## config.mk

```make
export PLATFORM = sky130hd
export DESIGN_NAME = rgb_to_yuv_dither_quantiser
export DESIGN_NICKNAME = d
export VERILOG_FILES = /design/src/design/rtyd_pkg.sv /design/src/design/rtyd_cfg.sv /design/src/design/rtyd_mult.sv /design/src/design/rtyd_scale.sv /design/src/design/rtyd_round.sv /design/src/design/rgb_to_yuv_dither_quantiser.sv
export SDC_FILE = /design/constraint.sdc
export NUM_CORES = 1
export LEC_CHECK = 0
export BUFFER_PORTS_ARGS = -buffer_cell sky130_fd_sc_hd__buf_2
export CAP_MARGIN = 20
export CORE_ASPECT_RATIO = 1.25
export CORE_MARGIN = 5
export CORE_UTILIZATION = 45
export DETAILED_ROUTE_END_ITERATION = 10
export PLACE_DENSITY = 0.71
export SYNTH_ARGS = -nofsm -noshare
export SYNTH_HDL_FRONTEND = slang
export SYNTH_SLANG_ARGS = --single-unit
```

## constraint.sdc

```tcl
create_clock -name clk -period 4.5 [get_ports clk]
set_clock_uncertainty 0.05 [all_clocks]
set_input_delay 0.45 -clock clk [delete_from_list [all_inputs] [get_ports clk]]
set_output_delay 0.45 -clock clk [all_outputs]
set_load 0.005 [all_outputs]
```

## src/design/rtyd_pkg.sv

```systemverilog
// package with payload types, coefficients and dither table for the rgb to yuv quantiser
`timescale 1ns / 1ps
`default_nettype none
package rtyd_pkg;

    localparam int CfgIndexWidth = 2;
    localparam int CfgDataWidth  = 8;

    localparam logic [CfgIndexWidth-1:0] CFG_LUMA_FIVE_BIT  = 2'd0;
    localparam logic [CfgIndexWidth-1:0] CFG_ORDERED_DITHER = 2'd1;

    localparam logic [23:0] LUMA_R_COEF = 24'd19595;
    localparam logic [23:0] LUMA_G_COEF = 24'd38470;
    localparam logic [23:0] LUMA_B_COEF = 24'd7471;
    localparam logic [23:0] U_R_COEF    = 24'd22117;
    localparam logic [23:0] U_G_COEF    = 24'd43419;
    localparam logic [23:0] V_G_COEF    = 24'd54878;
    localparam logic [23:0] V_B_COEF    = 24'd10658;
    localparam logic [23:0] HALF_STEP   = 24'h800000;
    localparam int          DITHER_SHIFT = 20;
    localparam logic signed [13:0] CHROMA_HALF = 14'sd128;

    typedef struct packed {
        logic [7:0] red;
        logic [7:0] green;
        logic [7:0] blue;
        logic [1:0] col_phase;
        logic [1:0] row_phase;
    } pixel_t;

    typedef struct packed {
        logic [5:0] luma;
        logic [4:0] chroma_u;
        logic [4:0] chroma_v;
    } result_t;

    typedef struct packed {
        logic luma_five_bit;
        logic ordered_dither;
    } cfg_t;

    typedef struct packed {
        logic [23:0] fixed_y;
        logic [23:0] threshold;
        logic        five_bit;
        logic [7:0]  u_base;
        logic [7:0]  v_base;
        logic [7:0]  red;
        logic [7:0]  blue;
    } prod_t;

    typedef struct packed {
        logic [29:0]        luma_acc;
        logic signed [12:0] u_scaled;
        logic signed [12:0] v_scaled;
    } scale_t;

    function automatic logic [3:0] bayer(input logic [1:0] row, input logic [1:0] col);
        logic [3:0] val;
        case ({row, col})
            4'h0: val = 4'd0;
            4'h1: val = 4'd8;
            4'h2: val = 4'd2;
            4'h3: val = 4'd10;
            4'h4: val = 4'd12;
            4'h5: val = 4'd4;
            4'h6: val = 4'd14;
            4'h7: val = 4'd6;
            4'h8: val = 4'd3;
            4'h9: val = 4'd11;
            4'ha: val = 4'd1;
            4'hb: val = 4'd9;
            4'hc: val = 4'd15;
            4'hd: val = 4'd7;
            4'he: val = 4'd13;
            4'hf: val = 4'd5;
            default: val = 4'd0;
        endcase
        return val;
    endfunction

endpackage
`default_nettype wire

```

## src/design/rtyd_cfg.sv

```systemverilog
// configuration register file for luma width and dither mode
`timescale 1ns / 1ps
`default_nettype none
module rtyd_cfg
    import rtyd_pkg::*;
(
    input  wire logic                     clk,
    input  wire logic                     rst_n,
    input  wire logic                     cfg_valid,
    output logic                          cfg_ready,
    input  wire logic [CfgIndexWidth-1:0] cfg_index,
    input  wire logic [CfgDataWidth-1:0]  cfg_data,
    output cfg_t                          cfg
);

    cfg_t cfg_reg;
    cfg_t cfg_next;

    assign cfg_ready = 1'b1;
    assign cfg       = cfg_reg;

    always_comb
    begin
        cfg_next = cfg_reg;
        if (cfg_valid)
        begin
            case (cfg_index)
                CFG_LUMA_FIVE_BIT:  cfg_next.luma_five_bit  = cfg_data[0];
                CFG_ORDERED_DITHER: cfg_next.ordered_dither = cfg_data[0];
                default:            cfg_next = cfg_reg;
            endcase
        end
    end

    always_ff @(posedge clk or negedge rst_n)
    begin
        if (!rst_n)
        begin
            cfg_reg <= '0;
        end
        else
        begin
            cfg_reg <= cfg_next;
        end
    end

endmodule
`default_nettype wire

```

## src/design/rtyd_mult.sv

```systemverilog
// first stage: weighted luma sum, partial chroma bases and threshold
`timescale 1ns / 1ps
`default_nettype none
module rtyd_mult
    import rtyd_pkg::*;
(
    input  wire logic   clk,
    input  wire logic   rst_n,
    input  wire cfg_t   cfg,
    input  wire logic   up_valid,
    output logic        up_ready,
    input  wire pixel_t up_data,
    output logic        dn_valid,
    input  wire logic   dn_ready,
    output prod_t       dn_data
);

    logic  valid_reg;
    logic  valid_next;
    prod_t data_reg;
    prod_t data_next;

    logic [23:0] r24;
    logic [23:0] g24;
    logic [23:0] b24;
    logic [23:0] u_prod;
    logic [23:0] v_prod;

    assign r24 = {16'd0, up_data.red};
    assign g24 = {16'd0, up_data.green};
    assign b24 = {16'd0, up_data.blue};

    assign u_prod = r24 * U_R_COEF + g24 * U_G_COEF;
    assign v_prod = g24 * V_G_COEF + b24 * V_B_COEF;

    always_comb
    begin
        data_next.fixed_y   = r24 * LUMA_R_COEF + g24 * LUMA_G_COEF + b24 * LUMA_B_COEF;
        data_next.threshold = cfg.ordered_dither
                            ? {bayer(up_data.row_phase, up_data.col_phase), 20'd0}
                            : HALF_STEP;
        data_next.five_bit  = cfg.luma_five_bit;
        data_next.u_base    = u_prod[23:16];
        data_next.v_base    = v_prod[23:16];
        data_next.red       = up_data.red;
        data_next.blue      = up_data.blue;
    end

    assign up_ready   = !valid_reg || dn_ready;
    assign valid_next = up_ready ? up_valid : valid_reg;
    assign dn_valid   = valid_reg;
    assign dn_data    = data_reg;

    always_ff @(posedge clk or negedge rst_n)
    begin
        if (!rst_n)
        begin
            valid_reg <= 1'b0;
        end
        else
        begin
            valid_reg <= valid_next;
        end
    end

    always_ff @(posedge clk)
    begin
        if (up_valid && up_ready)
        begin
            data_reg <= data_next;
        end
    end

endmodule
`default_nettype wire

```

## src/design/rtyd_scale.sv

```systemverilog
// second stage: luma scaling with threshold, chroma difference halved and scaled by 31
`timescale 1ns / 1ps
`default_nettype none
module rtyd_scale
    import rtyd_pkg::*;
(
    input  wire logic   clk,
    input  wire logic   rst_n,
    input  wire logic   up_valid,
    output logic        up_ready,
    input  wire prod_t  up_data,
    output logic        dn_valid,
    input  wire logic   dn_ready,
    output scale_t      dn_data
);

    logic   valid_reg;
    logic   valid_next;
    scale_t data_reg;
    scale_t data_next;

    logic [29:0]        y30;
    logic [29:0]        y_scaled;
    logic signed [8:0]  u_diff;
    logic signed [8:0]  v_diff;
    logic signed [12:0] u_half;
    logic signed [12:0] v_half;

    assign y30      = {6'd0, up_data.fixed_y};
    assign y_scaled = up_data.five_bit ? ((y30 << 5) - y30) : ((y30 << 6) - y30);

    assign u_diff = $signed({1'b0, up_data.blue}) - $signed({1'b0, up_data.u_base});
    assign v_diff = $signed({1'b0, up_data.red})  - $signed({1'b0, up_data.v_base});

    // floor halving
    assign u_half = {{5{u_diff[8]}}, u_diff[8:1]};
    assign v_half = {{5{v_diff[8]}}, v_diff[8:1]};

    always_comb
    begin
        data_next.luma_acc = y_scaled + {6'd0, up_data.threshold};
        data_next.u_scaled = (u_half <<< 5) - u_half;
        data_next.v_scaled = (v_half <<< 5) - v_half;
    end

    assign up_ready   = !valid_reg || dn_ready;
    assign valid_next = up_ready ? up_valid : valid_reg;
    assign dn_valid   = valid_reg;
    assign dn_data    = data_reg;

    always_ff @(posedge clk or negedge rst_n)
    begin
        if (!rst_n)
        begin
            valid_reg <= 1'b0;
        end
        else
        begin
            valid_reg <= valid_next;
        end
    end

    always_ff @(posedge clk)
    begin
        if (up_valid && up_ready)
        begin
            data_reg <= data_next;
        end
    end

endmodule
`default_nettype wire

```

## src/design/rtyd_round.sv

```systemverilog
// third stage: luma truncation and sign-dependent chroma rounding into the output register
`timescale 1ns / 1ps
`default_nettype none
module rtyd_round
    import rtyd_pkg::*;
(
    input  wire logic   clk,
    input  wire logic   rst_n,
    input  wire logic   up_valid,
    output logic        up_ready,
    input  wire scale_t up_data,
    output logic        dn_valid,
    input  wire logic   dn_ready,
    output result_t     dn_data
);

    logic    valid_reg;
    logic    valid_next;
    result_t data_reg;
    result_t data_next;

    logic signed [13:0] u_wide;
    logic signed [13:0] v_wide;
    logic signed [13:0] u_round;
    logic signed [13:0] v_round;

    assign u_wide  = {up_data.u_scaled[12], up_data.u_scaled};
    assign v_wide  = {up_data.v_scaled[12], up_data.v_scaled};
    assign u_round = u_wide[13] ? (u_wide - CHROMA_HALF) : (u_wide + CHROMA_HALF);
    assign v_round = v_wide[13] ? (v_wide - CHROMA_HALF) : (v_wide + CHROMA_HALF);

    always_comb
    begin
        data_next.luma     = up_data.luma_acc[29:24];
        data_next.chroma_u = u_round[12:8];
        data_next.chroma_v = v_round[12:8];
    end

    assign up_ready   = !valid_reg || dn_ready;
    assign valid_next = up_ready ? up_valid : valid_reg;
    assign dn_valid   = valid_reg;
    assign dn_data    = data_reg;

    always_ff @(posedge clk or negedge rst_n)
    begin
        if (!rst_n)
        begin
            valid_reg <= 1'b0;
        end
        else
        begin
            valid_reg <= valid_next;
        end
    end

    always_ff @(posedge clk)
    begin
        if (up_valid && up_ready)
        begin
            data_reg <= data_next;
        end
    end

endmodule
`default_nettype wire

```

## src/design/rgb_to_yuv_dither_quantiser.sv

```systemverilog
// top level: rgb to yuv conversion with bayer 4x4 dithered luma quantisation
// a pixel passes the multiply, scale and round registers before result valid
// throughput: one pixel per cycle unless stalled; three stages: multiply, scale, round
// each stage holds its transaction under backpressure and refills when the next one drains
// reset clears the stage valid bits and both configuration registers to zero
`timescale 1ns / 1ps
`default_nettype none
module rgb_to_yuv_dither_quantiser
    import rtyd_pkg::*;
(
    input  wire logic                     clk,
    input  wire logic                     rst_n,
    input  wire logic                     pixel_valid,
    output logic                          pixel_ready,
    input  wire pixel_t                   pixel,
    output logic                          result_valid,
    input  wire logic                     result_ready,
    output result_t                       result,
    input  wire logic                     cfg_valid,
    output logic                          cfg_ready,
    input  wire logic [CfgIndexWidth-1:0] cfg_index,
    input  wire logic [CfgDataWidth-1:0]  cfg_data
);

    cfg_t   cfg;
    logic   prod_valid;
    logic   prod_ready;
    prod_t  prod;
    logic   scale_valid;
    logic   scale_ready;
    scale_t scale;

    rtyd_cfg u_cfg (
        .clk       (clk),
        .rst_n     (rst_n),
        .cfg_valid (cfg_valid),
        .cfg_ready (cfg_ready),
        .cfg_index (cfg_index),
        .cfg_data  (cfg_data),
        .cfg       (cfg)
    );

    rtyd_mult u_mult (
        .clk      (clk),
        .rst_n    (rst_n),
        .cfg      (cfg),
        .up_valid (pixel_valid),
        .up_ready (pixel_ready),
        .up_data  (pixel),
        .dn_valid (prod_valid),
        .dn_ready (prod_ready),
        .dn_data  (prod)
    );

    rtyd_scale u_scale (
        .clk      (clk),
        .rst_n    (rst_n),
        .up_valid (prod_valid),
        .up_ready (prod_ready),
        .up_data  (prod),
        .dn_valid (scale_valid),
        .dn_ready (scale_ready),
        .dn_data  (scale)
    );

    rtyd_round u_round (
        .clk      (clk),
        .rst_n    (rst_n),
        .up_valid (scale_valid),
        .up_ready (scale_ready),
        .up_data  (scale),
        .dn_valid (result_valid),
        .dn_ready (result_ready),
        .dn_data  (result)
    );

endmodule
`default_nettype wire
```

* After elaboration in Yosys (flattened, before gate mapping)
Memories as Yosys holds them, arrays and structs flattened. A register that Yosys moved wholly into a read port is not among the register bits.
Index checks and enable logic that the tools add are counted.
** Word-level totals
- Output and inout port bits :: 19
- Memories :: 1
- Bits of input ports :: 43
- Memory bits (read-only) :: 64
- Flip-flop bits (word level) :: 154
** Cells by class
- Muxes and demuxes :: 3
- Eq/ne operators :: 1
- Reductions and logical operators :: 13
- Add/subtract/negate cells :: 15
- Multiply operators :: 7
** Memories
- (name not given) :: words 16, width 4, read ports 1, clocked after Yosys merged registers in 1, write ports 0, line rtyd_pkg.sv:60 : case ({row, col})
** Operators with widths (number)
- $add 24x24->24 :: 4
- $mul 8x15->23 const B :: 4
- $mul 8x13->21 const B :: 2
- $add 30x24->30 :: 1
- $mux 30 :: 1
- $sub 29x24->30 :: 1
- $sub 30x24->30 :: 1
- $add 13x9->13 const B :: 2
- $mux 13 :: 2
- $sub 13x8->13 :: 2
- $sub 13x9->13 const B :: 2
- $mul 8x16->24 const B :: 1
- $sub 8x8->9 :: 2
- $logic_not 1->1 :: 4
- $reduce_and 2->1 :: 2
- $logic_and 1x1->1 :: 3
- $logic_or 1x1->1 :: 3
- $eq 2x1->1 const B :: 1
- $logic_not 2->1 :: 1

* Logic depth before layout (Yosys ltp)
- Depth in word-level cells :: 5
- Gate-level depth with buffers :: 31
- Gate-level depth less buffers :: 31

* Hierarchy
Synthesis repeated with hierarchy kept, for this count alone.
** Unflattened totals
- Cell total of the unflattened synthesis :: 2260
- Area, all modules :: 22793.1 µm²
** Modules (own cells, without submodules)
- rtyd_mult :: area an instance 15662.5 µm², instances 1, cells an instance 1508
- rtyd_scale :: area an instance 6172.2 µm², instances 1, cells an instance 680
- rtyd_round :: area an instance 859.6 µm², instances 1, cells an instance 64
- rtyd_cfg :: area an instance 98.8 µm², instances 1, cells an instance 8

* Worst setup path after synthesis
No wires, ideal clock.
- Kind :: input to register
- Start :: in pixel[25] (netlist bit)
- End :: reg u_mult.data_reg (netlist bit u_mult.dn_data[30]), data pin
- Setup slack :: -2.771 ns
- Buffers on the path :: 0
- Stages on the path :: 28
- Arrival :: 6.963 ns
- Library setup time :: 0.258 ns
- Data required time :: 4.192 ns
- Path through :: ha_1 ha_1 fa_1 inv_1 fa_1 inv_1 ha_1 nor3b_1 o21a_1 o21ai_0 a21oi_1 o41ai_1 o21bai_1 a21oi_1 xnor2_1 ha_1 inv_1 fa_1 fa_1 fa_1 inv_1 ha_1 a211o_1 o221ai_1 a21oi_1 a21o_1 a21oi_1 xnor2_1
** RTL lines
- from (decl) :: line rgb_to_yuv_dither_quantiser.sv:15 : input wire pixel_t pixel,
- to (signal assigned) :: line rtyd_mult.sv:70 : data_reg <= data_next;
- to (decl) :: line rtyd_mult.sv:20 : prod_t data_reg;

==> results.md <==
* Status: finished, violations left
* Failing checks: negative setup slack
* HPWL after DPL at 47,150 um
* Total track usage at 21.60%
* Adder-Cell Fraction of Synth Area at 48.55%
* Vias/cell at 5.233
* Sequential share of the synthesized area at 14.51%
* Tightest Pin Transition at 918.1 ps
* H-tree depth at 3
* Layout area overhead at 29.91%
* Synth Register Bits at 100
* Min cycle time layout at 6661 ps
* Slew headroom at 38.79%
* Total iterations of the first detailed-routing run at 5
* Period Utilization, post-route at 148.0%
* PortBufs at 53
* Simple-Gate Fraction of Synth Area at 9.240%
* Fin util at 59.03%
* Clk sinks at 100
* Clk_lat worst skew at 350 ps
* Starting Density at 45.44%
* Starting DRT DRC Count at 560
* FF-to-FF path depth at 17
* Num CTS Buffers at 9
* Post-Synth XOR/XNOR Area at 6.826%
* EDFF count, synth at 95
* Crit. End Element: flop
* Routability cong. at 0.9531
* Worst-path maximum fanout at 3
* Rows at 87
* Worst R2R Start: u_mult.dn_data[32]$_DFFE_PP_
* Total gr overflow at 0
* Fin nets at 3,391
* Number of global-route vias before repair at 18,253
* Largest net degree at the start of global routing at 46
* CTS tree: built
* Synth Area in Compound Gates at 12.06%
* Portion of netlist area occupied by mux cells at 0.5303%
* Synth unique cells at 70
* Buffers from clock root to sink, at most at 2
* Synth Flop Type: edfxtp_1
* Die H at 248.8 um
* Final ANT Viol Nets at 0
* Initial antenna violation count at 0
* Type of the most critical hold path: in -> reg
* Slew Limit Fails at 0
* Net count after synthesis at 2,861
* Worst R2R Setup Slack at 160 ps
* Hold depth at 2
* Post-Layout Cell Count at 3,258
* WL final at 54,400 um
* Mapped Area at 20,530 sq um
* Required @ worst endpoint at 4560 ps
* Fin. Hold Viols at 0
* FFs w/ async S/R, synth at 5.000%
* Wire length of the first global-routing pass at 89,300 um
* N_diodes at 0
* Via count at 17,050
* Core Area at 45,170 sq um
* Largest family of logic cells by synthesized area: adder cells
* Synthesized instance count at 2,145
* DRC at 0
* Clock Pin Slew Worst Setup and Hold Paths at 70 ps
* RSZ-0062 raised after global routing: yes
* Io pins at 62
* Placed cell count at 3,218
* Worst Setup Slack, final at -2161 ps
* HP Start: pixel_valid
* YS warnings at 0
* Max Cap Viol at 0
* Drt wl/cell at 16.70 um
* Max FFs per register at 61
* Ratio of cells with drive above 1 in the final layout at 27.95%
* Worst Path Arrival at 6730 ps
* Width of the die at 201.0 um
* # setup viols final at 32
* Crit Reg-Reg Endpoint: u_scale.dn_data[54]$_DFFE_PP_
* Die area at 50,020 sq um
* CTS root buffer: clkbuf_16
* Synthesized area per cell at 9.570 sq um
* CP startpoint kind: input pin
* Hold path endpoint: u_mult.dn_valid$_DFFE_PN0N_
* Pre-CTS WS at -2670 ps
* F_max at 150.1 MHz
* Crit Path Category: in -> reg
## cells in the final DEF (no fill, tap or decap), types with 13 or more instances in the layout
cell type / count
nor3_1: 31
a21oi_1: 77
buf_4: 458
inv_1: 425
xor2_1: 53
fa_1: 199
buf_6: 15
edfxtp_1: 95
xnor2_1: 92
o21a_1: 22
o211ai_1: 16
nand3_1: 21
inv_2: 18
nor2_1: 97
nor2b_1: 23
nand2_1: 63
and3_1: 13
a21oi_2: 27
nand4_1: 15
o21ai_0: 60
o21bai_1: 17
buf_2: 45
ha_4: 35
ha_1: 426
nand2b_1: 30
a21o_1: 41
## cells in the mapped netlist (30+ instances only)
library cell / n / area share, %
o21ai_0: 76 / 1.9
xor2_1: 60 / 2.6
a21o_1: 41 / 1.5
nor3_1: 35 / 0.85
fa_1: 206 / 20
inv_1: 443 / 8.1
nand2_1: 65 / 1.2
nand2b_1: 30 / 0.91
xnor2_1: 100 / 4.3
nor2_1: 112 / 2.0
a21oi_1: 105 / 2.6
edfxtp_1: 95 / 14
ha_1: 467 / 28
## area by class of cell
class | count | area (sq um)
Clock buffer | 9 | 225.2
Sequential cell | 100 | 2978
Clock inverter | 7 | 75.07
Inverter | 444 | 1667
Fill cell | 3714 | 18510
Timing Repair Buffer | 526 | 3963
Multi-Input combinational cell | 1594 | 17040
Tap cell | 578 | 723.2
## metal layers
layer	share of wire, %	track usage [%]
met1	40	24.72
met2	53	41.08
met3	2.6	1.771
met5	0	0
met4	5.1	9.010
## timing repair
| item | 4_1_cts | 5_1_grt |
|---|---|---|
| hold endpoints to repair | 5 | 0 |
| gates resized for setup | 125 | 65 |
| pin swaps | 121 | 76 |
| hold buffers | 1 | 0 |
| endpoints found under the setup margin | 34 | 37 |
| buffers inserted | 18 | 19 |
| gates cloned | 0 | 0 |
## critical path: stages
cell and delay (ps):
buf_8 100, ha_4 270, ha_4 190, fa_1 540, inv_2 50, fa_1 550
inv_2 50, ha_4 210, nor3b_4 140, o21a_1 200, or2_4 260, fa_1 500
inv_2 40, fa_1 540, inv_2 40, fa_1 510, inv_2 40, fa_2 400
ha_4 240, o21ai_0 180, nand2b_1 70, a21oi_1 260, nor3_4 80, o221ai_2 230
a21oi_2 110, a21o_1 210, a21oi_2 150, xnor2_1 80
## stage by stage
stage	setup TNS, ps	hold WS, ps	cell area, sq um
5_1_grt	-47920	282.3	26670
3_5_place_dp	-59210	218.5	25240
4_1_cts	-39820	261.4	26300
3_3_place_gp	-56260	214.0	25240
6_report	-41190	265.1	26670
2_1_floorplan	-36010	104.4	20900
## cells by family after synthesis
group	count (synthesis)
flip-flops	100
AO/OA/AOI/OAI	374
other	1
buffers and inverters	451
adder cells (fa/ha/maj)	673
XOR/XNOR	160
multiplexers	10
AND/OR/NAND/NOR	376
## worst max-delay path by stage
| stage | from | endpoint | slack [ps] | cells past startpoint |
|---|---|---|---|---|
| CTS | pixel[25] | u_mult.dn_data[30]$_DFFE_PP_ | -2130 | 28 |
| floorplan | pixel[25] | u_mult.dn_data[30]$_DFFE_PP_ | -2200 | 28 |
| finish | pixel[25] | u_mult.dn_data[30]$_DFFE_PP_ | -2160 | 28 |
| global route | pixel[25] | u_mult.dn_data[30]$_DFFE_PP_ | -2360 | 29 |
| detailed placement | pixel[25] | u_mult.dn_data[30]$_DFFE_PP_ | -2670 | 29 |
| global placement | pixel[25] | u_mult.dn_data[30]$_DFFE_PP_ | -2570 | 29 |
Power is not shown: default switching activity piles up to over one toggle a cycle in this logic, so the estimate is an artifact.
